## config.mk

```make
export PLATFORM = sky130hd
export DESIGN_NAME = avt_queue
export DESIGN_NICKNAME = d
export VERILOG_FILES = /design/src/sv/avt_pkg.sv /design/src/sv/avt_queue.sv
export SDC_FILE = /design/constraint.sdc
export NUM_CORES = 1
export LEC_CHECK = 0
export CAP_MARGIN = 20
export CORE_MARGIN = 2
export CORE_UTILIZATION = 25
export DETAILED_ROUTE_END_ITERATION = 8
export DONT_BUFFER_PORTS = 1
export PLACE_DENSITY = 0.46
export REMOVE_ABC_BUFFERS = 1
export SKIP_LAST_GASP = 1
export SYNTH_ARGS = -nofsm -noshare
export SYNTH_HDL_FRONTEND = slang
export SYNTH_SLANG_ARGS = --single-unit
```

## constraint.sdc

```tcl
create_clock -name clk_i -period 26.2 [get_ports clk_i]
set_clock_uncertainty 0.2 [all_clocks]
set_input_delay 2.62 -clock clk_i [delete_from_list [all_inputs] [get_ports clk_i]]
set_output_delay 2.62 -clock clk_i [all_outputs]
set_load 0.005 [all_outputs]
```

## src/sv/avt_pkg.sv

```systemverilog
// Package for the affine vector transform block.
// Holds operation codes, matrix layout constants and the job record
// passed from the front end through the queue to the back end.
package avt_pkg;

  localparam int unsigned MatElems  = 12;
  localparam int unsigned QueueDepth = 2;
  localparam int unsigned FracBits  = 16;

  localparam logic signed [31:0] Q16One = 32'sd65536;

  typedef enum logic [2:0] {
    OP_WRITE     = 3'd0,
    OP_POINT     = 3'd1,
    OP_DIRECTION = 3'd2,
    OP_INV_DIR   = 3'd3,
    OP_INV_POINT = 3'd4
  } op_e;

  typedef struct packed {
    logic [2:0][32:0] vec;    // operand vector, signed, 33 bits each
    logic [8:0][31:0] coef;   // row-major 3x3 coefficients, signed
    logic [2:0][31:0] trans;  // translation added after the multiply, signed
  } avt_job_t;

endpackage

```

## src/sv/avt_queue.sv

```systemverilog
// Short job queue between front end and back end.
// Depends on avt_pkg for the job record and depth.
module avt_queue (
  input  logic              clk_i,
  input  logic              rst_ni,
  input  logic              push_i,
  input  avt_pkg::avt_job_t data_i,
  output logic              full_o,
  input  logic              pop_i,
  output logic              empty_o,
  output avt_pkg::avt_job_t data_o
);
  import avt_pkg::*;

  localparam int unsigned PtrW = (QueueDepth > 1) ? $clog2(QueueDepth) : 1;
  localparam int unsigned CntW = $clog2(QueueDepth + 1);

  avt_job_t            mem_q [QueueDepth];
  logic [PtrW-1:0]     wr_ptr_q, rd_ptr_q;
  logic [CntW-1:0]     cnt_q;

  assign full_o  = (cnt_q == CntW'(QueueDepth));
  assign empty_o = (cnt_q == '0);
  assign data_o  = mem_q[rd_ptr_q];

  always_ff @(posedge clk_i) begin
    if (push_i) begin
      mem_q[wr_ptr_q] <= data_i;
    end
  end

  always_ff @(posedge clk_i or negedge rst_ni) begin
    if (!rst_ni) begin
      wr_ptr_q <= '0;
      rd_ptr_q <= '0;
      cnt_q    <= '0;
    end else begin
      if (push_i) begin
        wr_ptr_q <= (wr_ptr_q == PtrW'(QueueDepth - 1)) ? '0 : wr_ptr_q + 1'b1;
      end
      if (pop_i) begin
        rd_ptr_q <= (rd_ptr_q == PtrW'(QueueDepth - 1)) ? '0 : rd_ptr_q + 1'b1;
      end
      if (push_i && !pop_i) begin
        cnt_q <= cnt_q + 1'b1;
      end else if (pop_i && !push_i) begin
        cnt_q <= cnt_q - 1'b1;
      end
    end
  end

endmodule

```

==> results of run 1 <==
## logic make-up (layout without fill, tap and decap cells)
logic type                 Yosys count  count (layout)
buffers and inverters               55             209
other                                0               6
muxes                              483             483
and+or+nand+nor                      5               5
DFF                                970             970
xor gates and xnor gates             5               5
adders and majority gates            1               1
## flip-flops by register name, summed over array words and instances, names as in the netlist
name and flops:
wr_ptr_q 1, mem_q 966, cnt_q 2, rd_ptr_q 1
## critical path, cell delays in order (launching register included)
cell and delay [ps]:
dfrtp_4 960, buf_12 480, buf_4 610, buf_16 340
mux2_2 390
## cell type report
class                   count  share of cell area [%]
well taps                1930                    5.71
flip-flops and latches    970                    68.8
repair buffers             23                   0.562
multi-input cells         494                    17.2
clock inverters            53                    1.30
diodes                      6                  0.0355
clock buffers             132                    6.42
inverters                   1                 0.00887
## stage by stage
stage               utilization [%]  power, mW  setup WS, ps
detailed placement             26.4       3.46         19050
global route                   28.7       5.00         19340
global placement               26.4       3.44         19110
finish                         28.7       4.79         19590
CTS                            28.7       4.89         19320
floorplan                         -       4.23          1270
## where the power goes
part	internal [mW]	total (mW)	switching, mW
Clock	0.814	1.40	0.589
Combinational	0.573	1.24	0.671
Sequential	2.06	2.15	0.0838
Total	3.45	4.79	1.34
## synthesized netlist by cell type
cell type / n / area, sq um
buf_12: 2 / 40.0
xnor2_1: 1 / 8.76
mux2_2: 23 / 259
nor2_1: 2 / 7.51
buf_2: 2 / 10.0
buf_6: 22 / 248
and2_1: 1 / 6.26
mux2_4: 460 / 6910
edfxtp_1: 966 / 29000
inv_1: 1 / 3.75
ha_1: 1 / 12.5
dfrtp_1: 4 / 100
nor2b_1: 2 / 12.5
buf_8: 28 / 420
xor2_1: 4 / 35.0
## layer usage
| layer | GRT usage [%] | wire length (microns) | up-vias |
|---|---|---|---|
| li1 | - | - | 6232 |
| met1 | 10.0 | 27600 | 7344 |
| met2 | 20.2 | 47200 | 705 |
| met3 | 6.69 | 12200 | 121 |
| met4 | 4.38 | 2270 | 0 |
| met5 | 0 | 0 | - |
## worst paths after layout
check | endpoint | slack (ps) | depth (start not counted)
worst max-delay path | data_o[476] | 19590 | 4
worst min-delay path | cnt_q[1] | 310 | 1
worst max register to register | mem_q[1][408] | 21250 | 5
worst min register to register | cnt_q[1] | 310 | 1
max in group asynchronous | rd_ptr_q | 24300 | 0
min in group asynchronous | cnt_q[1] | 1420 | 0
==> impl_metrics.toml, run 1 <==
[floorplan]
die-area_sq_um = 151000
die_h_microns = 389
ios = 972
die_x_microns = 389
initial_core_util_pct = 25.1
num_rows = 141
core-area_sq_um = 147000

[sta]
grt_setup_unrepaired = "false"
final_hold_viol_count = 0
finalHoldWorstSlack_ps = 307
worst_slew_pin_slew_ps = 1140
timing.slew.headroom_pct = 24.2
min_period_over_period_pct = 25.2
fmax_mhz = 151
fin_crit_ps = 6610
setup_viol = 0
finalSetupTns_ps = 0
slew_violations = 0

[synthesis]
synth_area_per_cell_sq_um = 24.4
ys_ff_latch = 970
netlist_instances = 1519
yosys.area_share.simple_pct = 0.0709
muxShareOfSynthArea_pct = 19.3
synthXorXnorAreaFrac_pct = 0.118
ys_types = 15
synth-compound-area-share_pct = 0
netlist_area_sq_um = 37100
synth_top_family_by_area = "multiplexers"
yosys.area_share.adder_pct = 0.0337
ys_seq_area_share_pct = 78.5
synth.yosys.warnings = 0

[clocking]
postCtsHoldBufs = 0
htreeDepth = 3
path_clk_slew_ps = 60
cts_resized = 0
ctsRootBufferMaster = "clkbuf_16"
cts_tree = "built"
clkSinkCount = 970
cts_setup_buffers = 0
cts_buffers = 103
clockBufferDepth = 3
insertion_delay_ps = 690

[grt]
grt_max_degree = 167
overflow = 0
antenna_found_initial = 7
grt_pass1_vias = 15200
grt_pass1_wl_mm = 119
grt.total_usage_pct = 11.2

[placement]
placed_cell_area_sq_um = 39000
numPortBuffers = 0
gp_congestion = 0.817
dp.cells = 3417
dp_hpwl_mm = 64.2

[drt]
drt-pass1-iter-count = 4
drt_iter0_drc = 818
via_count = 14400
route.detailed.drc = 0
wl_mm = 89.2
postRouteAntennaNets = 0
viasPerCell = 3.99
wl_per_cell_microns = 24.7

[run]
cap_violations = 0

[setup_path]
crit_path_start_kind = "register"
crit_fanout = 87
cp.arrival_ps = 3790
r2r-start = "wr_ptr_q"
cp.required_ps = 23380
end_kind = "output pin"
setup.worst_path.class = "register to output pin"
crit_start = "rd_ptr_q"

[final_layout]
syn2layout_area_growth_pct = 14.1
design_area_sq_um = 42300
seqCellArea_sq_um = 29100
nets = 2081
layout_common_cells = "edfxtp_1, mux2_4, clkbuf_16, clkbuf_1, mux2_2"
fill_cells = 14400
multiInputGateArea_sq_um = 7260
drive_above_1_share_pct = 38.9
finalNonFillerCells = 3609
final_common_cell = "edfxtp_1"

[power_and_ir_drop]
cellPowerDensity_nw_per_um2 = 113
p_leak_nw = 14.8
peakVddDrop_uv = 92.9

[run_status]
status = "completed"

[min_path]
hold_path.startpoint = "cnt_q[1]"
hold_path_class = "register to register"
(Power assumes the default switching activity.)
==> run 2, diff against run 1 <==
ABC_AREA = 1   (was default)
PLACE_DENSITY = 0.48   (was 0.46)
clock period = 5.85 ns   (was 26.2 ns; I/O delays follow)
==> impl_metrics.toml, run 2 <==
[grt]
grt_pass1_vias = 18200
antenna_found_initial = 20
grt_max_degree = 138
grt.total_usage_pct = 12.3
grt_pass1_wl_mm = 134
overflow = 0

[clocking]
insertion_delay_ps = 680
cts_tree = "built"
ctsRootBufferMaster = "clkbuf_16"
clockBufferDepth = 3
path_clk_slew_ps = 60
htreeDepth = 3
clkSinkCount = 970
cts_buffers = 102
cts_resized = 0

[synthesis]
netlist_area_sq_um = 37100
synth_top_flop_cell = "edfxtp_1"
synth_area_per_cell_sq_um = 24.3
async_reset_ff_share_pct = 0.412
synth_top_area_cell = "edfxtp_1"
synth.yosys.warnings = 0
ys_seq_area_share_pct = 78.5
yosys-top-cells-count = "edfxtp_1, mux2_4, buf_8, mux2_2, buf_6"
synth-edff-count = 966
synth_top_area_share_pct = 78.2
ys_types = 16
ys_top_cells_by_area = "edfxtp_1, mux2_4, buf_8"
ys_ff_latch = 970
netlist_instances = 1528
synth_most_common_cell = "edfxtp_1"

[final_layout]
syn2layout_area_growth_pct = 27.9
largest_reg_flops = 966
layout_common_cells = "edfxtp_1, dlygate4sd3_1, mux2_4, clkbuf_16, mux2_2"
final_common_cell = "edfxtp_1"
drive_above_1_share_pct = 30.2
design_area_sq_um = 47500
top_regs = "mem_q x966, cnt_q x2"
regMostFlops = "mem_q"
finalNonFillerCells = 4109
nets = 2581

[power_and_ir_drop]
p_leak_nw = 16.9
peakVddDrop_uv = 315
cellPowerDensity_nw_per_um2 = 464
fin_total_pwr_mw = 22.0

[setup_path]
cp.required_ps = 5070
cp.arrival_ps = 2860
crit_start = "rd_ptr_q"
end_kind = "output pin"
crit_path_start_kind = "register"
r2r-start = "wr_ptr_q"
r2r_slack_ps = 3310
setup.worst_path.class = "register to output pin"
crit_fanout = 39

[floorplan]
die_h_microns = 389
die_x_microns = 389
num_rows = 141
die-area_sq_um = 151000
initial_core_util_pct = 25.2
ios = 972
core-area_sq_um = 147000

[sta]
setup_viol = 0
worst_slew_pin_slew_ps = 890
timing.slew.headroom_pct = 40.7
grt_setup_unrepaired = "false"
final_hold_viol_count = 0
finalHoldWorstSlack_ps = 98.3
fin_crit_ps = 3650
min_period_over_period_pct = 62.4
fmax_mhz = 274
finalSetupTns_ps = 0
slew_violations = 0

[placement]
gp_congestion = 0.950
dp.cells = 3432
numPortBuffers = 0
dp_hpwl_mm = 70.0
placed_cell_area_sq_um = 39200

[min_path]
hold_path.startpoint = "push_i"
hold_path_class = "primary input to register"

[drt]
via_count = 16900
wl_per_cell_microns = 23.8
drt_iter0_drc = 1027
drt-pass1-iter-count = 5
route.detailed.drc = 0
viasPerCell = 4.11
postRouteAntennaNets = 0
wl_mm = 97.7

[run_status]
status = "completed"

[run]
cap_violations = 0
==> run 2: cell types whose count changed after synthesis <==
cell and change:
inv_1 +6, nand2_1 +5, nor2b_1 -2, xor2_1 -2, and2_1 -1, nand3_1 +1, nand4_1 +1, nor2_1 +1
==> run 2: cell families after synthesis <==
group	count (synthesis)	synth area share, %
mux	483	19.3
fa+ha+maj	1	0.0337
simple gates	10	0.111
xor+xnor	3	0.0708
flops	970	78.5
buf+inv	61	2.01
==> run 2: layout make-up <==
| type | count | area [sq um] |
|---|---|---|
| Inverter | 7 | 33.8 |
| Sequential cell | 970 | 29100 |
| Clock buffer | 125 | 2700 |
| Tap cell | 1930 | 2410 |
| Timing Repair Buffer | 515 | 5290 |
| Multi-Input combinational cell | 497 | 7250 |
| Clock inverter | 54 | 622 |
| Antenna cell | 11 | 27.5 |
| Fill cell | 14000 | 100000 |
==> run 2: timing repair <==
item / 4_1_cts / 5_1_grt
hold endpoints to repair: 973 / 0
hold buffers: 487 / 0
buffers inserted: 0 / 0
==> run 2: worst paths after layout <==
check,end,cells after the start
max reg2reg,mem_q[1][25],3
max in group asynchronous,rd_ptr_q,2
min,mem_q[0][132],2
min in group asynchronous,cnt_q[1],2
max,data_o[4],2
min reg2reg,cnt_q[1],2
==> run 2: report_power, final <==
group	switching (mW)	internal, mW	leakage, nW	total, mW
logic	3.05	2.82	6.18	5.87
registers	0.485	9.23	9.11	9.71
clock network	2.68	3.78	1.62	6.45
total	6.21	15.8	16.9	22.0
==> run 2: critical path, stage by stage (launching register included) <==
cell	delay, ps
dfrtp_4	930
buf_4	720
mux2_4	360
==> run 2: per-layer routing <==
metal,vias to the layer above,part of all wire (%),wire length (microns),global-route usage (%)
li1,7256,-,-,-
met1,8562,34,33000,12.3
met2,854,52,51200,22.1
met3,222,9.3,9070,4.86
met4,8,4.5,4380,6.41
met5,-,0.054,53,0
==> run 2: stage by stage <==
stage	util, %	worst slack, ps
2_1_floorplan	-	-16490
3_3_place_gp	26.6	2920
3_5_place_dp	26.6	2820
4_1_cts	32.2	2030
5_1_grt	32.2	2040
6_report	32.2	2200
