### config.mk
export PLATFORM = sky130hd
export DESIGN_NAME = avt_front
export DESIGN_NICKNAME = d
export VERILOG_FILES = /design/src/sv/avt_pkg.sv /design/src/sv/avt_front.sv
export SDC_FILE = /design/constraint.sdc
export NUM_CORES = 1
export LEC_CHECK = 0
export ABC_AREA = 1
export BUFFER_PORTS_ARGS = -buffer_cell sky130_fd_sc_hd__clkbuf_2
export CAP_MARGIN = 20
export CORE_MARGIN = 8
export CORE_UTILIZATION = 35
export DETAILED_ROUTE_END_ITERATION = 8
export SLEW_MARGIN = 20
export SYNTH_ARGS = -nofsm -noshare
export SYNTH_HDL_FRONTEND = slang
export SYNTH_SLANG_ARGS = --single-unit
### constraint.sdc
create_clock -name clk_i -period 4.7 [get_ports clk_i]
set_input_delay 0.94 -clock clk_i [delete_from_list [all_inputs] [get_ports clk_i]]
set_output_delay 0.94 -clock clk_i [all_outputs]
set_load 0.02 [all_outputs]
### src/sv/avt_pkg.sv
// Package for the affine vector transform block.
// Holds operation codes, matrix layout constants and the job record
// passed from the front end through the queue to the back end.
package avt_pkg;

  localparam int unsigned MatElems  = 12;
  localparam int unsigned QueueDepth = 2;
  localparam int unsigned FracBits  = 16;

  localparam logic signed [31:0] Q16One = 32'sd65536;

  typedef enum logic [2:0] {
    OP_WRITE     = 3'd0,
    OP_POINT     = 3'd1,
    OP_DIRECTION = 3'd2,
    OP_INV_DIR   = 3'd3,
    OP_INV_POINT = 3'd4
  } op_e;

  typedef struct packed {
    logic [2:0][32:0] vec;    // operand vector, signed, 33 bits each
    logic [8:0][31:0] coef;   // row-major 3x3 coefficients, signed
    logic [2:0][31:0] trans;  // translation added after the multiply, signed
  } avt_job_t;

endpackage

### src/sv/avt_front.sv
// Front end: holds the matrix store, applies write transactions and turns
// transform transactions into a job record. Depends on avt_pkg.
module avt_front (
  input  logic              clk_i,
  input  logic              rst_ni,
  input  logic              accept_i,
  input  logic [2:0]        op_i,
  input  logic [3:0]        elem_index_i,
  input  logic [31:0]       elem_value_i,
  input  logic [2:0][31:0]  vec_i,
  output avt_pkg::avt_job_t job_o
);
  import avt_pkg::*;

  logic [MatElems-1:0][31:0] mat_q;

  always_ff @(posedge clk_i or negedge rst_ni) begin
    if (!rst_ni) begin
      for (int e = 0; e < MatElems; e++) begin
        mat_q[e] <= (e inside {0, 5, 10}) ? Q16One : '0;
      end
    end else if (accept_i && (op_i == OP_WRITE) && (elem_index_i < 4'(MatElems))) begin
      mat_q[elem_index_i] <= elem_value_i;
    end
  end

  always_comb begin
    job_o = '0;
    case (op_e'(op_i))
      OP_POINT, OP_DIRECTION: begin
        for (int i = 0; i < 3; i++) begin
          job_o.vec[i] = {vec_i[i][31], vec_i[i]};
          for (int k = 0; k < 3; k++) begin
            job_o.coef[3*i+k] = mat_q[4*i+k];
          end
          if (op_i == OP_POINT) begin
            job_o.trans[i] = mat_q[4*i+3];
          end
        end
      end
      OP_INV_DIR, OP_INV_POINT: begin
        for (int i = 0; i < 3; i++) begin
          if (op_i == OP_INV_POINT) begin
            job_o.vec[i] = 33'($signed({vec_i[i][31], vec_i[i]})
                               - $signed({mat_q[4*i+3][31], mat_q[4*i+3]}));
          end else begin
            job_o.vec[i] = {vec_i[i][31], vec_i[i]};
          end
          for (int k = 0; k < 3; k++) begin
            job_o.coef[3*i+k] = mat_q[4*k+i];
          end
        end
      end
      default: begin
        job_o = '0;
      end
    endcase
  end

endmodule

==> results of run 1 <==
-- metrics by stage --
step | area [um^2] | power [mW]
final | 31210 | 9.536
after detailed placement | 29800 | 6.209
after floorplan | 25810 | 5.229
after CTS | 31180 | 9.583
after global placement | 29800 | 6.203
after global routing | 31190 | 10.01
-- power groups by stage --
stage | Combinational, mW | Clock (mW) | Sequential (mW)
finish | 2.53 | 3.36 | 3.65
floorplan | 1.56 | 0 | 3.67
detailed placement | 2.50 | 0 | 3.71
global route | 2.78 | 3.55 | 3.68
global placement | 2.50 | 0 | 3.70
CTS | 2.51 | 3.42 | 3.65
-- path summary, 6_finish.rpt --
check / startpoint / end / slack (ns)
setup / recovery: vec_i[64] / job_o[476] / 0.66
hold / removal: rst_ni / mat_q[282] / 0.45
setup reg to reg: mat_q[224] / mat_q[224] / 3.91
hold reg to reg: mat_q[146] / mat_q[146] / 0.48
max in group asynchronous: rst_ni / mat_q[16] / 3.23
min in group clk_i: mat_q[146] / mat_q[146] / 0.48
-- worst max-delay path, delay by kind of cell --
kind | cells | cell delay, ns
adder cells (fa/ha/maj) | 2 | 0.62
AND/OR/NAND/NOR | 11 | 0.87
buffers and inverters | 5 | 0.59
AO/OA/AOI/OAI | 1 | 0.08
-- synth_stat cells, types with 5 or more instances --
master,count
sky130_fd_sc_hd__xnor2_1,17
sky130_fd_sc_hd__nand2_1,1085
sky130_fd_sc_hd__ha_1,96
sky130_fd_sc_hd__nor2_1,433
sky130_fd_sc_hd__dfrtp_1,381
sky130_fd_sc_hd__clkbuf_1,163
sky130_fd_sc_hd__o21ai_1,55
sky130_fd_sc_hd__a21o_1,5
sky130_fd_sc_hd__o22ai_1,192
sky130_fd_sc_hd__a21oi_1,112
sky130_fd_sc_hd__buf_2,39
sky130_fd_sc_hd__o21bai_1,13
sky130_fd_sc_hd__o211ai_1,5
sky130_fd_sc_hd__inv_2,6
sky130_fd_sc_hd__nor3_1,24
sky130_fd_sc_hd__nand3_1,122
sky130_fd_sc_hd__xor2_1,27
sky130_fd_sc_hd__inv_1,677
sky130_fd_sc_hd__nand4_1,8
sky130_fd_sc_hd__nand4_2,6
sky130_fd_sc_hd__o21ai_0,458
-- cells by family (layout without fill, tap and decap cells) --
| kind of cell | after synthesis | after routing | share of synthesized area [%] |
|---|---|---|---|
| xor+xnor | 44 | 44 | 1.493 |
| flops | 384 | 384 | 37.24 |
| fa+ha+maj | 99 | 99 | 4.886 |
| buf+inv | 888 | 1420 | 13.12 |
| other cells | 0 | 7 | 0 |
| compound gates | 841 | 841 | 17.47 |
| simple gates | 1692 | 1692 | 25.79 |
-- layout make-up --
cell class	count	area [um^2]	area share (%)
Clock buffer	53	1111	3.560
Sequential cell	384	9613	30.80
Multi-Input combinational cell	2676	12880	41.26
Clock inverter	21	270.3	0.8659
Antenna cell	7	17.52	0.05612
Tap cell	959	1200	3.844
Inverter	683	2574	8.246
Timing Repair Buffer	663	3548	11.37
-- metal layers --
| metal | GRT usage (%) | routed length, um | vias to the layer above |
|---|---|---|---|
| li1 | - | - | 13420 |
| met1 | 36.64 | 49990 | 12910 |
| met2 | 42.20 | 51100 | 1240 |
| met3 | 4.652 | 9684 | 144 |
| met4 | 6.968 | 3101 | 2 |
| met5 | 0 | 11 | - |
==> metrics.txt, run 1 <==
Core ar. 72,960 um^2; total congestion overflow after global routing 0; cell-internal power 6.231 mW; H-tree depth 2; worst hold path class input pin to async pin; detailed-route wire length per cell 20.91 um; detailed-route via count 27,710; Max Clock Skew 0 ns; critical path endpoint category primary output; post-route setup TNS 0 ns; largest net degree at the start of global routing 110; portion of the post-synthesis area used by sequential elements 37.24%; synthesized netlist cell count 3,948; clock tree from TritonCTS yes; timing-limited maximum frequency 247.5 MHz; dpl ws 0.6983 ns; area leader, netlist sky130_fd_sc_hd__dfrtp_1; RSZ-0062 raised after global routing false; clock share of power 35.2%; area share of the largest cell type after synthesis 36.94%; critical path data arrival time 3.10 ns; worst-skew pair later-pin latency 0.54 ns; root buffer cell sky130_fd_sc_hd__clkbuf_16; most used flip-flop cell after synthesis sky130_fd_sc_hd__dfrtp_1; wire length after detailed routing 113.9 mm; number of buffers added by the clock tree synthesis step 40; number of primary I/O pins 621; clock tree sinks 384; Worst Setup Slack, final 0.6597 ns; largest stage delay on the critical path 0.38 ns; synth unique cells 33; antenna violation net count after detailed routing 0; count of placed standard cells including taps 5,365; period utilization 85.96%; Syn-to-layout area delta 20.92%; first-pass detailed-route iteration total 6; Static Leakage 15.83 nW; total track usage 26.41%; Synth area leaders sky130_fd_sc_hd__dfrtp_1, sky130_fd_sc_hd__nand2_1, sky130_fd_sc_hd__inv_1; flops & latches, synth 384; Net Sw Frac 34.66%; DRC viols 0; Post-Route Hold Slack 0.4497 ns; layout cells sized above 1 16.96%; final worst path period need 4.040 ns; flip-flop count of the largest register after layout 384; number of max-slew violations in the final report 0; cell chain of the critical path clkbuf_2 > inv_1 > ha_1 > inv_1 > fa_1 > nand2_1 > nand2_1 > nand2_1 > o21ai_0 > buf_4 > nand2_1 > nand2_1 > nand2_1 > nand3_1 > nand2_1 > nand3_1 > nand2_1 > nand2_1 > clkbuf_2; Layout Cells excl Fill 5,446; count of yosys warnings during synthesis 0; DIE AREA 82,700 um^2; final hold violation count 0; most used cell, CP sky130_fd_sc_hd__nand2_1; number of antenna violations at the first check in global routing 12; PD cells 305.5 nW/um^2; Top reg by flops mat_q; largest fanout on the critical path 3; cell count of the worst reg-to-reg path 2; number of fill cells in the layout 7,793; Rows 99; standard cell with the maximum stage delay on the critical path sky130_fd_sc_hd__fa_1; proportion of power drawn by combinational gates 26.5%; die width 287.6 um; share of synthesized flip-flops with an asynchronous set or reset 100.0%; hold-fix buffer count after cts 0; run status completed; most frequent standard cell in the layout excluding fill and tap cells sky130_fd_sc_hd__nand2_1; sequential group share of total power 38.3%; Top Registers mat_q: 384 flops; final setup fails 0; number of max-capacitance violations reported 0; maximum resistive drop on vdd 0.2481 mV; vertical extent of the die 287.6 um; post-synth net total 4,185; initial drt markers 2,640; detail-routed via count per cell 5.089; clock edge transition at the registers on the reported setup and hold paths 0.06 ns; post-cts sizing count 0; vias in the first global route 26,180; power dissipated by switching net loads 3.305 mW; global-route wire length before repair 167.5 mm; most frequent cells in the layout sky130_fd_sc_hd__nand2_1, sky130_fd_sc_hd__inv_1, sky130_fd_sc_hd__clkbuf_2; count of input and output buffers 620; data required time of the worst path 3.76 ns; final core area utilization 42.78%; half-perimeter wire length of the detailed placement result 86.10 mm; total setup buffers inserted after CTS 0; Placer Congestion 0.9871; number of nets in the finished design 4,685; critical path start-end classification input pin to primary output; Slew headroom 27.29%; number of enable-type register cells in the synthesized netlist 0; synthesized area divided by synthesized cell count 6.538 um^2; post-synth design cell area 25,810 um^2; slew of the pin with the lowest slew margin 1.089 ns; maximum buffer depth of the clock tree 3; sort of element at the start of the critical path input pin; Initial Util 35.38%
No activity file was read; power rests on OpenSTA's default activity.
==> inputs of run 2 (changes only) <==
==> constraint.sdc (replaced) <==
create_clock -name clk_i -period 4.7 [get_ports clk_i]
set_input_delay 0.94 -clock clk_i [delete_from_list [all_inputs] [get_ports clk_i]]
set_output_delay 0.94 -clock clk_i [all_outputs]
set_load 0.01 [all_outputs]
==> run 2 against run 1 <==
Against the previous run: worst hold slack got worse by 0.023 ns; largest power group unchanged; critical path type unchanged; sequential cell count did not move; sequential power barely moved; global-route usage rose by 0.43 points; die area did not move; setup slack got worse by 0.0018 ns.
==> metrics.txt, run 2 (synthesized netlist as in run 1, its figures left out) <==
run status completed; Initial Util 35.38% (unchanged); clock edge transition at the registers on the reported setup and hold paths 0.06 ns (about the same); total setup buffers inserted after CTS 0 (unchanged); post-route setup TNS 0 ns (unchanged); number of buffers added by the clock tree synthesis step 40 (unchanged); PD cells 298.3 nW/um^2 (-2.4%); global-route wire length before repair 169.5 mm (+1.1%); number of max-slew violations in the final report 0 (unchanged); H-tree depth 2 (unchanged); worst hold path class input pin to async pin; Placer Congestion 1.021 (+3.4%); Max Clock Skew 0 ns (unchanged); final worst path period need 4.042 ns (+0.001838 ns); number of antenna violations at the first check in global routing 7 (-5); first-pass detailed-route iteration total 8 (+2); most frequent standard cell in the layout excluding fill and tap cells sky130_fd_sc_hd__nand2_1; clock tree sinks 384 (unchanged); final setup fails 0 (unchanged); Top reg by flops mat_q; total congestion overflow after global routing 0 (unchanged); number of max-capacitance violations reported 0 (unchanged); final hold violation count 0 (unchanged); hold-fix buffer count after cts 0 (unchanged); Rows 99 (unchanged); critical path data arrival time 3.10 ns (about the same); total track usage 26.83% (+0.43 points); timing-limited maximum frequency 247.4 MHz (about the same); data required time of the worst path 3.76 ns (about the same); vias in the first global route 26,150 (-0.11%); largest net degree at the start of global routing 106 (-3.6%); Static Leakage 15.79 nW (-0.25%); largest fanout on the critical path 3 (unchanged); maximum buffer depth of the clock tree 3 (unchanged); half-perimeter wire length of the detailed placement result 88.04 mm (+2.3%); layout cells sized above 1 16.96% (unchanged); number of primary I/O pins 621 (unchanged); DIE AREA 82,700 um^2 (unchanged); worst-skew pair later-pin latency 0.55 ns (about the same); Slew headroom 28.77% (+1.5 points); number of nets in the finished design 4,686 (+0.021%); detailed-route via count 27,690 (-0.083%); Syn-to-layout area delta 20.73%; flip-flop count of the largest register after layout 384 (unchanged); RSZ-0062 raised after global routing false; die width 287.6 um (unchanged); detail-routed via count per cell 5.084 (about the same); clock tree from TritonCTS yes; antenna violation net count after detailed routing 0 (unchanged); critical path endpoint category primary output; DRC viols 0 (unchanged); vertical extent of the die 287.6 um (unchanged); count of input and output buffers 620 (unchanged); critical path start-end classification input pin to primary output; period utilization 86.00% (about the same); slew of the pin with the lowest slew margin 1.067 ns (-0.02215 ns); sort of element at the start of the critical path input pin; most frequent cells in the layout sky130_fd_sc_hd__nand2_1, sky130_fd_sc_hd__inv_1, sky130_fd_sc_hd__clkbuf_2; root buffer cell sky130_fd_sc_hd__clkbuf_16; wire length after detailed routing 115.5 mm (+1.4%); initial drt markers 2,586 (-2.0%); Top Registers mat_q: 384 flops; post-cts sizing count 0 (unchanged); maximum resistive drop on vdd 0.2419 mV (-2.5%); detailed-route wire length per cell 21.21 um (+1.4%); Core ar. 72,960 um^2 (unchanged); Post-Route Hold Slack 0.4264 ns (-0.02337 ns)
-- run 2: cell count changes in the layout (fill, tap and decap cells not counted) --
cell	previous run	this run
sky130_fd_sc_hd__buf_4	34	35
sky130_fd_sc_hd__bufinv_16	5	2
sky130_fd_sc_hd__clkbuf_8	4	11
sky130_fd_sc_hd__clkinv_2	6	5
sky130_fd_sc_hd__clkinv_4	1	0
sky130_fd_sc_hd__clkinv_8	1	0
sky130_fd_sc_hd__clkinvlp_4	4	3
sky130_fd_sc_hd__inv_6	6	5
sky130_fd_sc_hd__nand2_2	3	6
sky130_fd_sc_hd__nand2_4	4	1
-- run 2: worst paths after layout --
check	from	endpoint	slack [ns]	depth (start not counted)
max in group asynchronous	rst_ni	mat_q[64]	3.31	2
setup / recovery	vec_i[64]	job_o[474]	0.66	17
setup reg to reg	mat_q[96]	mat_q[96]	3.89	2
hold / removal	rst_ni	mat_q[282]	0.43	1
min in group clk_i	mat_q[16]	mat_q[16]	0.48	2
hold reg to reg	mat_q[16]	mat_q[16]	0.48	2
-- run 2: metrics by stage --
stage / area (um^2) / cells / total power, mW / setup WS, ns / utilization [%]
global placement: 29800 / 5366 / 6.074 / 0.6996 / 40.85
global route: 31150 / 5439 / 9.778 / 0.4099 / 42.69
finish: 31160 / 5446 / 9.295 / 0.6579 / 42.71
detailed placement: 29800 / 5366 / 6.078 / 0.6779 / 40.85
floorplan: 25810 / 3948 / 5.080 / 1.211 / -
CTS: 31150 / 5439 / 9.358 / 0.6631 / 42.69
-- run 2: power by group --
part	leakage (nW)	total, mW	internal [mW]	switching (mW)
clock	0.656	3.25	1.90	1.36
combinational	9.88	2.39	0.735	1.65
sequential	5.25	3.65	3.53	0.125
total	15.8	9.29	6.16	3.14
-- run 2: metal layers --
metal	wire length, um	track usage, %	vias up
li1	-	-	13430
met1	50530	37.17	12900
met2	51970	42.53	1197
met3	9755	4.920	159
met4	3216	7.659	4
met5	26	0	-
-- run 2: cell type report --
class	instances	area, um^2
fill	7862	41800
clock inverter	13	133.9
multi-input combinational	2676	12860
timing repair buffer	664	3556
sequential	384	9613
inverter	683	2574
tap	959	1200
antenna	7	17.52
clock buffer	60	1207
-- run 2: critical path, cell delays in order --
cell,delay (ns)
sky130_fd_sc_hd__clkbuf_2,0.10
sky130_fd_sc_hd__inv_1,0.06
sky130_fd_sc_hd__ha_1,0.22
sky130_fd_sc_hd__inv_1,0.11
sky130_fd_sc_hd__fa_1,0.39
sky130_fd_sc_hd__nand2_1,0.09
sky130_fd_sc_hd__nand2_1,0.07
sky130_fd_sc_hd__nand3_1,0.09
sky130_fd_sc_hd__nand2_1,0.15
sky130_fd_sc_hd__nand2_1,0.10
sky130_fd_sc_hd__nand2_1,0.12
sky130_fd_sc_hd__nand2_1,0.11
sky130_fd_sc_hd__nand3_1,0.07
sky130_fd_sc_hd__nand2_1,0.11
sky130_fd_sc_hd__nor2_1,0.05
sky130_fd_sc_hd__o21ai_1,0.16
sky130_fd_sc_hd__clkbuf_2,0.15
